===== src/hw/rtl/balu_pkg.sv =====
// Shared item types, operation codes and status bit positions for the byte ALU.
`default_nettype none

package balu_pkg;

  localparam int unsigned OpWidth   = 5;
  localparam int unsigned ByteWidth = 8;
  localparam int unsigned BitIdxW   = 3;

  // Operation codes
  localparam logic [OpWidth-1:0] OP_LOAD   = 5'd0;
  localparam logic [OpWidth-1:0] OP_ADC    = 5'd1;
  localparam logic [OpWidth-1:0] OP_SBC    = 5'd2;
  localparam logic [OpWidth-1:0] OP_CMP    = 5'd3;
  localparam logic [OpWidth-1:0] OP_AND    = 5'd4;
  localparam logic [OpWidth-1:0] OP_OR     = 5'd5;
  localparam logic [OpWidth-1:0] OP_XOR    = 5'd6;
  localparam logic [OpWidth-1:0] OP_BIT    = 5'd7;
  localparam logic [OpWidth-1:0] OP_BITIMM = 5'd8;
  localparam logic [OpWidth-1:0] OP_TSB    = 5'd9;
  localparam logic [OpWidth-1:0] OP_TRB    = 5'd10;
  localparam logic [OpWidth-1:0] OP_ASL    = 5'd11;
  localparam logic [OpWidth-1:0] OP_ROL    = 5'd12;
  localparam logic [OpWidth-1:0] OP_LSR    = 5'd13;
  localparam logic [OpWidth-1:0] OP_ROR    = 5'd14;
  localparam logic [OpWidth-1:0] OP_INC    = 5'd15;
  localparam logic [OpWidth-1:0] OP_DEC    = 5'd16;
  localparam logic [OpWidth-1:0] OP_CLC    = 5'd17;
  localparam logic [OpWidth-1:0] OP_SEC    = 5'd18;
  localparam logic [OpWidth-1:0] OP_CLD    = 5'd19;
  localparam logic [OpWidth-1:0] OP_SED    = 5'd20;
  localparam logic [OpWidth-1:0] OP_CLV    = 5'd21;
  localparam logic [OpWidth-1:0] OP_RMB    = 5'd22;
  localparam logic [OpWidth-1:0] OP_SMB    = 5'd23;

  // Status byte bit positions: N V 1 B D I Z C
  localparam int unsigned FLAG_C = 0;
  localparam int unsigned FLAG_Z = 1;
  localparam int unsigned FLAG_D = 3;
  localparam int unsigned FLAG_V = 6;
  localparam int unsigned FLAG_N = 7;

  typedef struct packed {
    logic [OpWidth-1:0]   operation;
    logic [ByteWidth-1:0] reg_value;
    logic [ByteWidth-1:0] mem_value;
    logic [BitIdxW-1:0]   bit_index;
    logic [ByteWidth-1:0] flags_in;
  } req_item_t;

  typedef struct packed {
    logic [ByteWidth-1:0] result;
    logic [ByteWidth-1:0] flags_out;
  } rsp_item_t;

endpackage

`default_nettype wire


===== src/hw/rtl/byte_alu_with_status_flags_core.sv =====
// Eight-bit ALU with status byte update; three register stages, one item per cycle while req_stall is low.
// Three-stage pipeline: stage 1 registers the item and sets up the adder operands,
// stage 2 runs the 9-bit adder, the logic unit and the shifter, stage 3 builds the
// new status byte and holds the finished item. An accepted item passes through the
// stage 1, stage 2 and stage 3 registers before rsp_valid rises; one item can be
// accepted every cycle while req_stall is low. A stall on the result side
// holds the last stage; earlier stages keep filling bubbles, and req_stall rises
// only when all three stages are full and the result is not taken.
// Decimal mode is not implemented: D is only stored.
`default_nettype none

module byte_alu_with_status_flags_core
  import balu_pkg::*;
(
  input  wire logic      clk,
  input  wire logic      rst,
  input  wire logic      req_valid,
  output logic           req_stall,
  input  wire req_item_t req_data,
  output logic           rsp_valid,
  input  wire logic      rsp_stall,
  output rsp_item_t      rsp_data
);

  typedef struct packed {
    logic [OpWidth-1:0]   op;
    logic [ByteWidth-1:0] r;
    logic [ByteWidth-1:0] m;
    logic [BitIdxW-1:0]   bi;
    logic [ByteWidth-1:0] p;
    logic [ByteWidth-1:0] a;
    logic [ByteWidth-1:0] b;
    logic                 cin;
  } s1_t;

  typedef struct packed {
    logic [OpWidth-1:0]   op;
    logic [ByteWidth-1:0] res;
    logic [ByteWidth-1:0] nz_src;
    logic                 c_new;
    logic                 v_new;
    logic                 z_and;
    logic                 m7;
    logic                 m6;
    logic [ByteWidth-1:0] p;
  } s2_t;

  logic v1, v2, v3;
  logic en1, en2, en3;
  s1_t  s1, s1_next;
  s2_t  s2, s2_next;
  rsp_item_t s3_next;

  // A stage loads when it is empty or its contents move on.
  assign en3       = !v3 || !rsp_stall;
  assign en2       = !v2 || en3;
  assign en1       = !v1 || en2;
  assign req_stall = !en1;
  assign rsp_valid = v3;

  // Stage 1: adder operand setup
  always_comb begin
    s1_next.op  = req_data.operation;
    s1_next.r   = req_data.reg_value;
    s1_next.m   = req_data.mem_value;
    s1_next.bi  = req_data.bit_index;
    s1_next.p   = req_data.flags_in;
    s1_next.a   = req_data.reg_value;
    s1_next.b   = req_data.mem_value;
    s1_next.cin = req_data.flags_in[FLAG_C];
    unique case (req_data.operation)
      OP_SBC: begin
        s1_next.b = ~req_data.mem_value;
      end
      OP_CMP: begin
        s1_next.b   = ~req_data.mem_value;
        s1_next.cin = 1'b1;
      end
      OP_INC: begin
        s1_next.a   = req_data.mem_value;
        s1_next.b   = '0;
        s1_next.cin = 1'b1;
      end
      OP_DEC: begin
        s1_next.a   = req_data.mem_value;
        s1_next.b   = '1;
        s1_next.cin = 1'b0;
      end
      default: ;
    endcase
  end

  // Stage 2: adder, logic unit, shifter
  logic [ByteWidth:0]   sum;
  logic [ByteWidth-1:0] bit_mask;

  always_comb begin
    sum      = {1'b0, s1.a} + {1'b0, s1.b} + {{ByteWidth{1'b0}}, s1.cin};
    bit_mask = ByteWidth'(1) << s1.bi;

    s2_next.op    = s1.op;
    s2_next.p     = s1.p;
    s2_next.m7    = s1.m[ByteWidth-1];
    s2_next.m6    = s1.m[ByteWidth-2];
    s2_next.z_and = (s1.r & s1.m) == '0;
    // same overflow rule serves adc and sbc, since b is already inverted for sbc
    s2_next.v_new = (s1.a[ByteWidth-1] ^ sum[ByteWidth-1])
                  & (s1.b[ByteWidth-1] ^ sum[ByteWidth-1]);
    s2_next.c_new = sum[ByteWidth];
    s2_next.res   = s1.r;

    unique case (s1.op) inside
      OP_LOAD:                         s2_next.res = s1.m;
      OP_ADC, OP_SBC, OP_INC, OP_DEC:  s2_next.res = sum[ByteWidth-1:0];
      OP_AND:                          s2_next.res = s1.r & s1.m;
      OP_OR, OP_TSB:                   s2_next.res = s1.r | s1.m;
      OP_XOR:                          s2_next.res = s1.r ^ s1.m;
      OP_TRB:                          s2_next.res = ~s1.r & s1.m;
      OP_ASL: begin
        s2_next.res   = {s1.m[ByteWidth-2:0], 1'b0};
        s2_next.c_new = s1.m[ByteWidth-1];
      end
      OP_ROL: begin
        s2_next.res   = {s1.m[ByteWidth-2:0], s1.p[FLAG_C]};
        s2_next.c_new = s1.m[ByteWidth-1];
      end
      OP_LSR: begin
        s2_next.res   = {1'b0, s1.m[ByteWidth-1:1]};
        s2_next.c_new = s1.m[0];
      end
      OP_ROR: begin
        s2_next.res   = {s1.p[FLAG_C], s1.m[ByteWidth-1:1]};
        s2_next.c_new = s1.m[0];
      end
      OP_RMB:                          s2_next.res = s1.m & ~bit_mask;
      OP_SMB:                          s2_next.res = s1.m | bit_mask;
      default: ;
    endcase

    // compare sets N and Z from the difference but writes back nothing
    s2_next.nz_src = (s1.op == OP_CMP) ? sum[ByteWidth-1:0] : s2_next.res;
  end

  // Stage 3: status byte
  logic nz_zero;

  always_comb begin
    nz_zero           = s2.nz_src == '0;
    s3_next.result    = s2.res;
    s3_next.flags_out = s2.p;
    unique case (s2.op) inside
      OP_LOAD, OP_AND, OP_OR, OP_XOR, OP_INC, OP_DEC: begin
        s3_next.flags_out[FLAG_Z] = nz_zero;
        s3_next.flags_out[FLAG_N] = s2.nz_src[ByteWidth-1];
      end
      OP_ADC, OP_SBC: begin
        s3_next.flags_out[FLAG_C] = s2.c_new;
        s3_next.flags_out[FLAG_V] = s2.v_new;
        s3_next.flags_out[FLAG_Z] = nz_zero;
        s3_next.flags_out[FLAG_N] = s2.nz_src[ByteWidth-1];
      end
      OP_CMP, OP_ASL, OP_ROL, OP_LSR, OP_ROR: begin
        s3_next.flags_out[FLAG_C] = s2.c_new;
        s3_next.flags_out[FLAG_Z] = nz_zero;
        s3_next.flags_out[FLAG_N] = s2.nz_src[ByteWidth-1];
      end
      OP_BIT: begin
        s3_next.flags_out[FLAG_Z] = s2.z_and;
        s3_next.flags_out[FLAG_N] = s2.m7;
        s3_next.flags_out[FLAG_V] = s2.m6;
      end
      OP_BITIMM, OP_TSB, OP_TRB: s3_next.flags_out[FLAG_Z] = s2.z_and;
      OP_CLC:                    s3_next.flags_out[FLAG_C] = 1'b0;
      OP_SEC:                    s3_next.flags_out[FLAG_C] = 1'b1;
      OP_CLD:                    s3_next.flags_out[FLAG_D] = 1'b0;
      OP_SED:                    s3_next.flags_out[FLAG_D] = 1'b1;
      OP_CLV:                    s3_next.flags_out[FLAG_V] = 1'b0;
      default: ;
    endcase
  end

  always_ff @(posedge clk) begin
    if (rst) begin
      v1 <= 1'b0;
      v2 <= 1'b0;
      v3 <= 1'b0;
    end else begin
      if (en1) v1 <= req_valid;
      if (en2) v2 <= v1;
      if (en3) v3 <= v2;
    end
  end

  always_ff @(posedge clk) begin
    if (en1) s1       <= s1_next;
    if (en2) s2       <= s2_next;
    if (en3) rsp_data <= s3_next;
  end

  // stall back to the source only with a completely full pipe
  assert property (@(posedge clk) disable iff (rst)
    req_stall |-> (v1 && v2 && v3 && rsp_stall))
    else $error("req_stall with a free stage");

  assert property (@(posedge clk) disable iff (rst)
    (req_valid && !req_stall) |=> v1)
    else $error("accepted item not in stage 1");

  assert property (@(posedge clk) disable iff (rst)
    (v1 && v2 && v3 && rsp_stall) |=> (v1 && v2 && v3))
    else $error("item lost during stall");

  assert property (@(posedge clk) disable iff (rst)
    (v2 && en3 && (s2.op == OP_CLC)) |=> !rsp_data.flags_out[FLAG_C])
    else $error("clc left carry set");

  assert property (@(posedge clk) disable iff (rst)
    (v2 && en3 && (s2.op == OP_RMB || s2.op == OP_SMB)) |=>
      (rsp_data.flags_out == $past(s2.p)))
    else $error("bit reset or set changed flags");

endmodule

`default_nettype wire

===== config.mk =====
export PLATFORM = sky130hd
export DESIGN_NAME = byte_alu_with_status_flags_core
export DESIGN_NICKNAME = d
export VERILOG_FILES = /design/src/hw/rtl/balu_pkg.sv /design/src/hw/rtl/byte_alu_with_status_flags_core.sv
export SDC_FILE = /design/constraint.sdc
export NUM_CORES = 1
export LEC_CHECK = 0
export BUFFER_PORTS_ARGS = -buffer_cell sky130_fd_sc_hd__buf_2
export CAP_MARGIN = 20
export CORE_ASPECT_RATIO = 1.4
export CORE_MARGIN = 4
export CORE_UTILIZATION = 59
export DETAILED_ROUTE_END_ITERATION = 7
export PLACE_DENSITY = 0.82
export SLEW_MARGIN = 10
export SYNTH_ARGS = -nofsm -noshare
export SYNTH_HDL_FRONTEND = slang
export SYNTH_SLANG_ARGS = --single-unit

===== constraint.sdc =====
create_clock -name clk -period 3 [get_ports clk]
set_input_delay 0.6 -clock clk [delete_from_list [all_inputs] [get_ports clk]]
set_output_delay 0.6 -clock clk [all_outputs]
set_load 0.005 [all_outputs]

==> results <==
- The clock transition at the registers of the reported paths is 70 ps.
- The count of maximum capacitance violations is 0.
- The routed wire length is 12400 um.
- The die footprint is 0.0108 sq mm.
- The level count of the clock H-tree is 3.
- The beginning of the worst register-to-register path is s1[0].
- The final route contains 4054 vias.
- The post-detailed-route DRC marker count is 0.
- The width of the die is 88.9 um.
- The library cell used most frequently in the layout, excluding fill and tap cells, is edfxtp_1.
- The CTS tree is done.
- The area of the core is 0.00898 sq mm.
- The setup slack of the worst register-to-register path is 400 ps.
- The area growth from synthesis to layout is 12.3%.
- In this run, CTS created clock tree buffers numbering 9.
- The via count of the first global-routing pass is just under 4000.
- Of all flip-flops after synthesis, the portion carrying an async set or reset was 0%.
- The worst setup path startpoint is s1[0].
- The number of hold buffers added after cts is 0.
- The number of nets at the end of the flow is 581.
- The flow ran to the end, and the final reports show no timing, DRC or antenna violations.
- The startpoint identified for the worst hold timing path is s2[23].
- The maximum clock insertion buffer count is 2.
- Routability-driven placement finished with a final weighted congestion of around 0.94.
- Each instance of the synthesized netlist takes up on average 11.3 sq um.
- The hold violation count in the final report is 0.
- Summed over all cells, the static leakage comes to about 0.0023 uW.
- Dividing the detail-routed wire length by the instance count gives 19.4 um.
- In this design, the stage delay of the slowest critical-path cell is about 450 ps.
- The worst setup path is launched from a flop.
- The count of endpoints failing setup in the final report is 0.
- Of the synthesized area, sequential elements account for between 50% and 60%.
- The cell family contributing the most delay on the critical path is compound AO/OA/AOI/OAI gates.
- The worst-case IR drop observed on VDD is approximately 0.49 mV.
- The Yosys warning count is 0.
- The clock latency reported for the late side of the worst-skew pair is about 350 ps.
- The first-iteration detailed-routing DRC count is 287.
- The number of antenna diodes in the final layout is 0.
- The number of placed instances, taps included, is 624.
- Of the cells placed in the final design, the portion with a size suffix greater than 1 is approximately 19%.
- The sum of negative setup slack is 0 ps.
- Leaving out filler cells and counting taps, the final layout contains 640.
- The endpoint arrival time on the critical path is 2690 ps.
- The path category of the worst min-delay check is reg2reg.
- The capturing element type of the critical path is a flop.
- In the layout the commonest cells are edfxtp_1 (99), buf_2 (53), nand2_1 (50).
- The global-route usage over all layers is 25.0%.
- After detailed routing, the number of vias per cell comes to between 6 and 7.
- The signal on the critical path passes through fa_1, inv_1, fa_1, nor2b_1, o31a_1, o21ai_0, a21oi_1, a2111oi_2, o211ai_1.
- The number of distinct library cells after synthesis is between 60 and 70.
- between 50 and 60 I/O pins were placed.
- The count of final max-slew check failures came to 0.
- Detailed placement finished with a half-perimeter wire length of 9430 um.
- By startpoint and endpoint, the worst setup path is classified as reg2reg.
- The timing-limited maximum frequency is between 300 and 400 MHz.
- The fill cell total of the finished layout is 676.
- Among the stages of the critical path, the cell type that occurs most often is fa_1.
- Synthesis inferred 102 register bits.
- The cell-internal power is 2490 uW.
- Buffers placed on the I/O ports in this run total 53.
- On the final layout, the worst clock skew is 8.10 ps.
- In the synthesized netlist the dominant register cell turns out to be edfxtp_1.
- The cell sitting at the root of the clock tree is a clkbuf_16.
- The ratio of total power to cell area is ~550 mW/mm^2.
- Of the available clock period, the critical path in the final layout requires 86.7%.
- The part of the power in registers is 53.6%.
- The number of buffers and inverters on the critical path is 1.
- The first global-routing pass estimated 20100 um of wire.
- The number of post-CTS setup repair buffers is 0.
- Setup repair after global routing left no endpoint under its margin.
- The net count of the mapped netlist is 530.
- The standard-cell row count is ~40.
- The die extent in y is 121 um.
- Summed over all layers, the global routing overflow is 0.
- At the worst endpoint, the required time is about 3100 ps.
- The part of the total power dissipated in the clock network is about a third.
- The number of flops mapped to enable cells by yosys is 99.
- Of the total power, the share spent switching nets is 25.9%.
- The worst slew slack as a fraction of its limit is between 40% and 50%.
- The number of routed nets with antenna violations is 0.
- At the pin with the least slew margin, the transition time is 832 ps.
- The final period demand of the worst path is ~2600 ps.
- The initial antenna violation count was 0.
- The cell area after synthesis is 0.00541 sq mm.
- The count of mapped cells out of synthesis is roughly 480.
- The initial utilization of the core area, before any placement, comes to 60.2%.
- The largest net degree at the start of global routing is 45.
- In this run, post-CTS repair resized a total of 0 instances.
- The master of the slowest instance on the critical path is fa_1.
- The maximum net fanout on the critical path is 3.
- The total net switching power is a little under 900 uW.
- The total clock sinks is around 100.
- Combinational cells account for between 10% and 20% of the total power.
- For this run, the detailed router's first-pass iteration total came to 6.
final timing paths:
check	to	cells past startpoint
worst max-delay path	s2[19]	9
worst min-delay path	rsp_data[10]	0
worst max register to register	s2[19]	9
worst min register to register	rsp_data[10]	0
per-stage QoR:
step           power (uW)  hold slack, ps  worst slack [ps]  instance area, sq um  util [%]
6_report             3360             420               398                  6070      67.7
5_1_grt              3500             410              88.7                  6070      67.7
4_1_cts              3370             414               378                  6070      67.7
3_5_place_dp         2270             405               393                  5790      64.4
3_3_place_gp         2240             400               466                  5790      64.4
2_1_floorplan        2090             400               371                  5410         -
layer usage:
layer	vias up	track usage, %	wire length (um)
met5	-	0	0
met4	0	15.9	765
met3	45	4.96	590
met2	158	43.2	6570
met1	1905	27.0	4490
li1	1946	-	-
synth_stat cells (all sizes together), types with 8 or more instances:
cell type  instances  area (sq um)
nor3              11          65.1
a22oi              8          60.1
clkbuf            13          48.8
ha                15           188
buf                9          55.1
inv                9          33.8
mux2               8          90.1
nand3             10          55.1
nand2             51           191
o21ai             46           234
edfxtp            99          2970
a21oi             28           151
nor2              41           154
worst register-to-register path, cell delays in order (launching register included):
cell	delay, ps
edfxtp_1	400
fa_1	450
inv_1	80
fa_1	200
nor2b_1	70
o31a_1	280
o21ai_0	160
a21oi_1	120
a2111oi_2	420
o211ai_1	140
layout make-up:
type | instances | area (sq um) | area share [%]
multi-input combinational | 344 | 2240 | 36.9
timing repair buffer | 62 | 345 | 5.68
inverter | 9 | 33.8 | 0.556
clock inverter | 7 | 63.8 | 1.05
sequential | 102 | 3030 | 49.9
tap | 107 | 134 | 2.20
clock buffer | 9 | 225 | 3.71
power by group through the flow:
| stage | registers (uW) | clock network [uW] | logic [uW] |
|---|---|---|---|
| floorplan | 1790 | 0 | 306 |
| global placement | 1830 | 0 | 419 |
| detailed placement | 1830 | 0 | 437 |
| CTS | 1800 | 1130 | 441 |
| global route | 1820 | 1190 | 499 |
| finish | 1800 | 1110 | 445 |
cells by family (layout without fill, tap and decap cells):
| logic type | count (synthesis) | count (layout) | share of synthesized area [%] |
|---|---|---|---|
| adders and majority gates | 17 | 17 | 4.21 |
| and+or+nand+nor | 170 | 170 | 16.7 |
| muxes | 10 | 10 | 2.04 |
| xor gates and xnor gates | 9 | 9 | 1.46 |
| AOI/OAI and AO/OA | 138 | 138 | 17.0 |
| DFF | 102 | 102 | 56.1 |
| buffers and inverters | 31 | 87 | 2.55 |
flip-flops by register name, summed over array words and instances, names as in the netlist:
name	count
rsp_valid	1
s2	34
s1	49
rsp_data	16
v2	1
v1	1
Power figures use the tool's default switching activity.
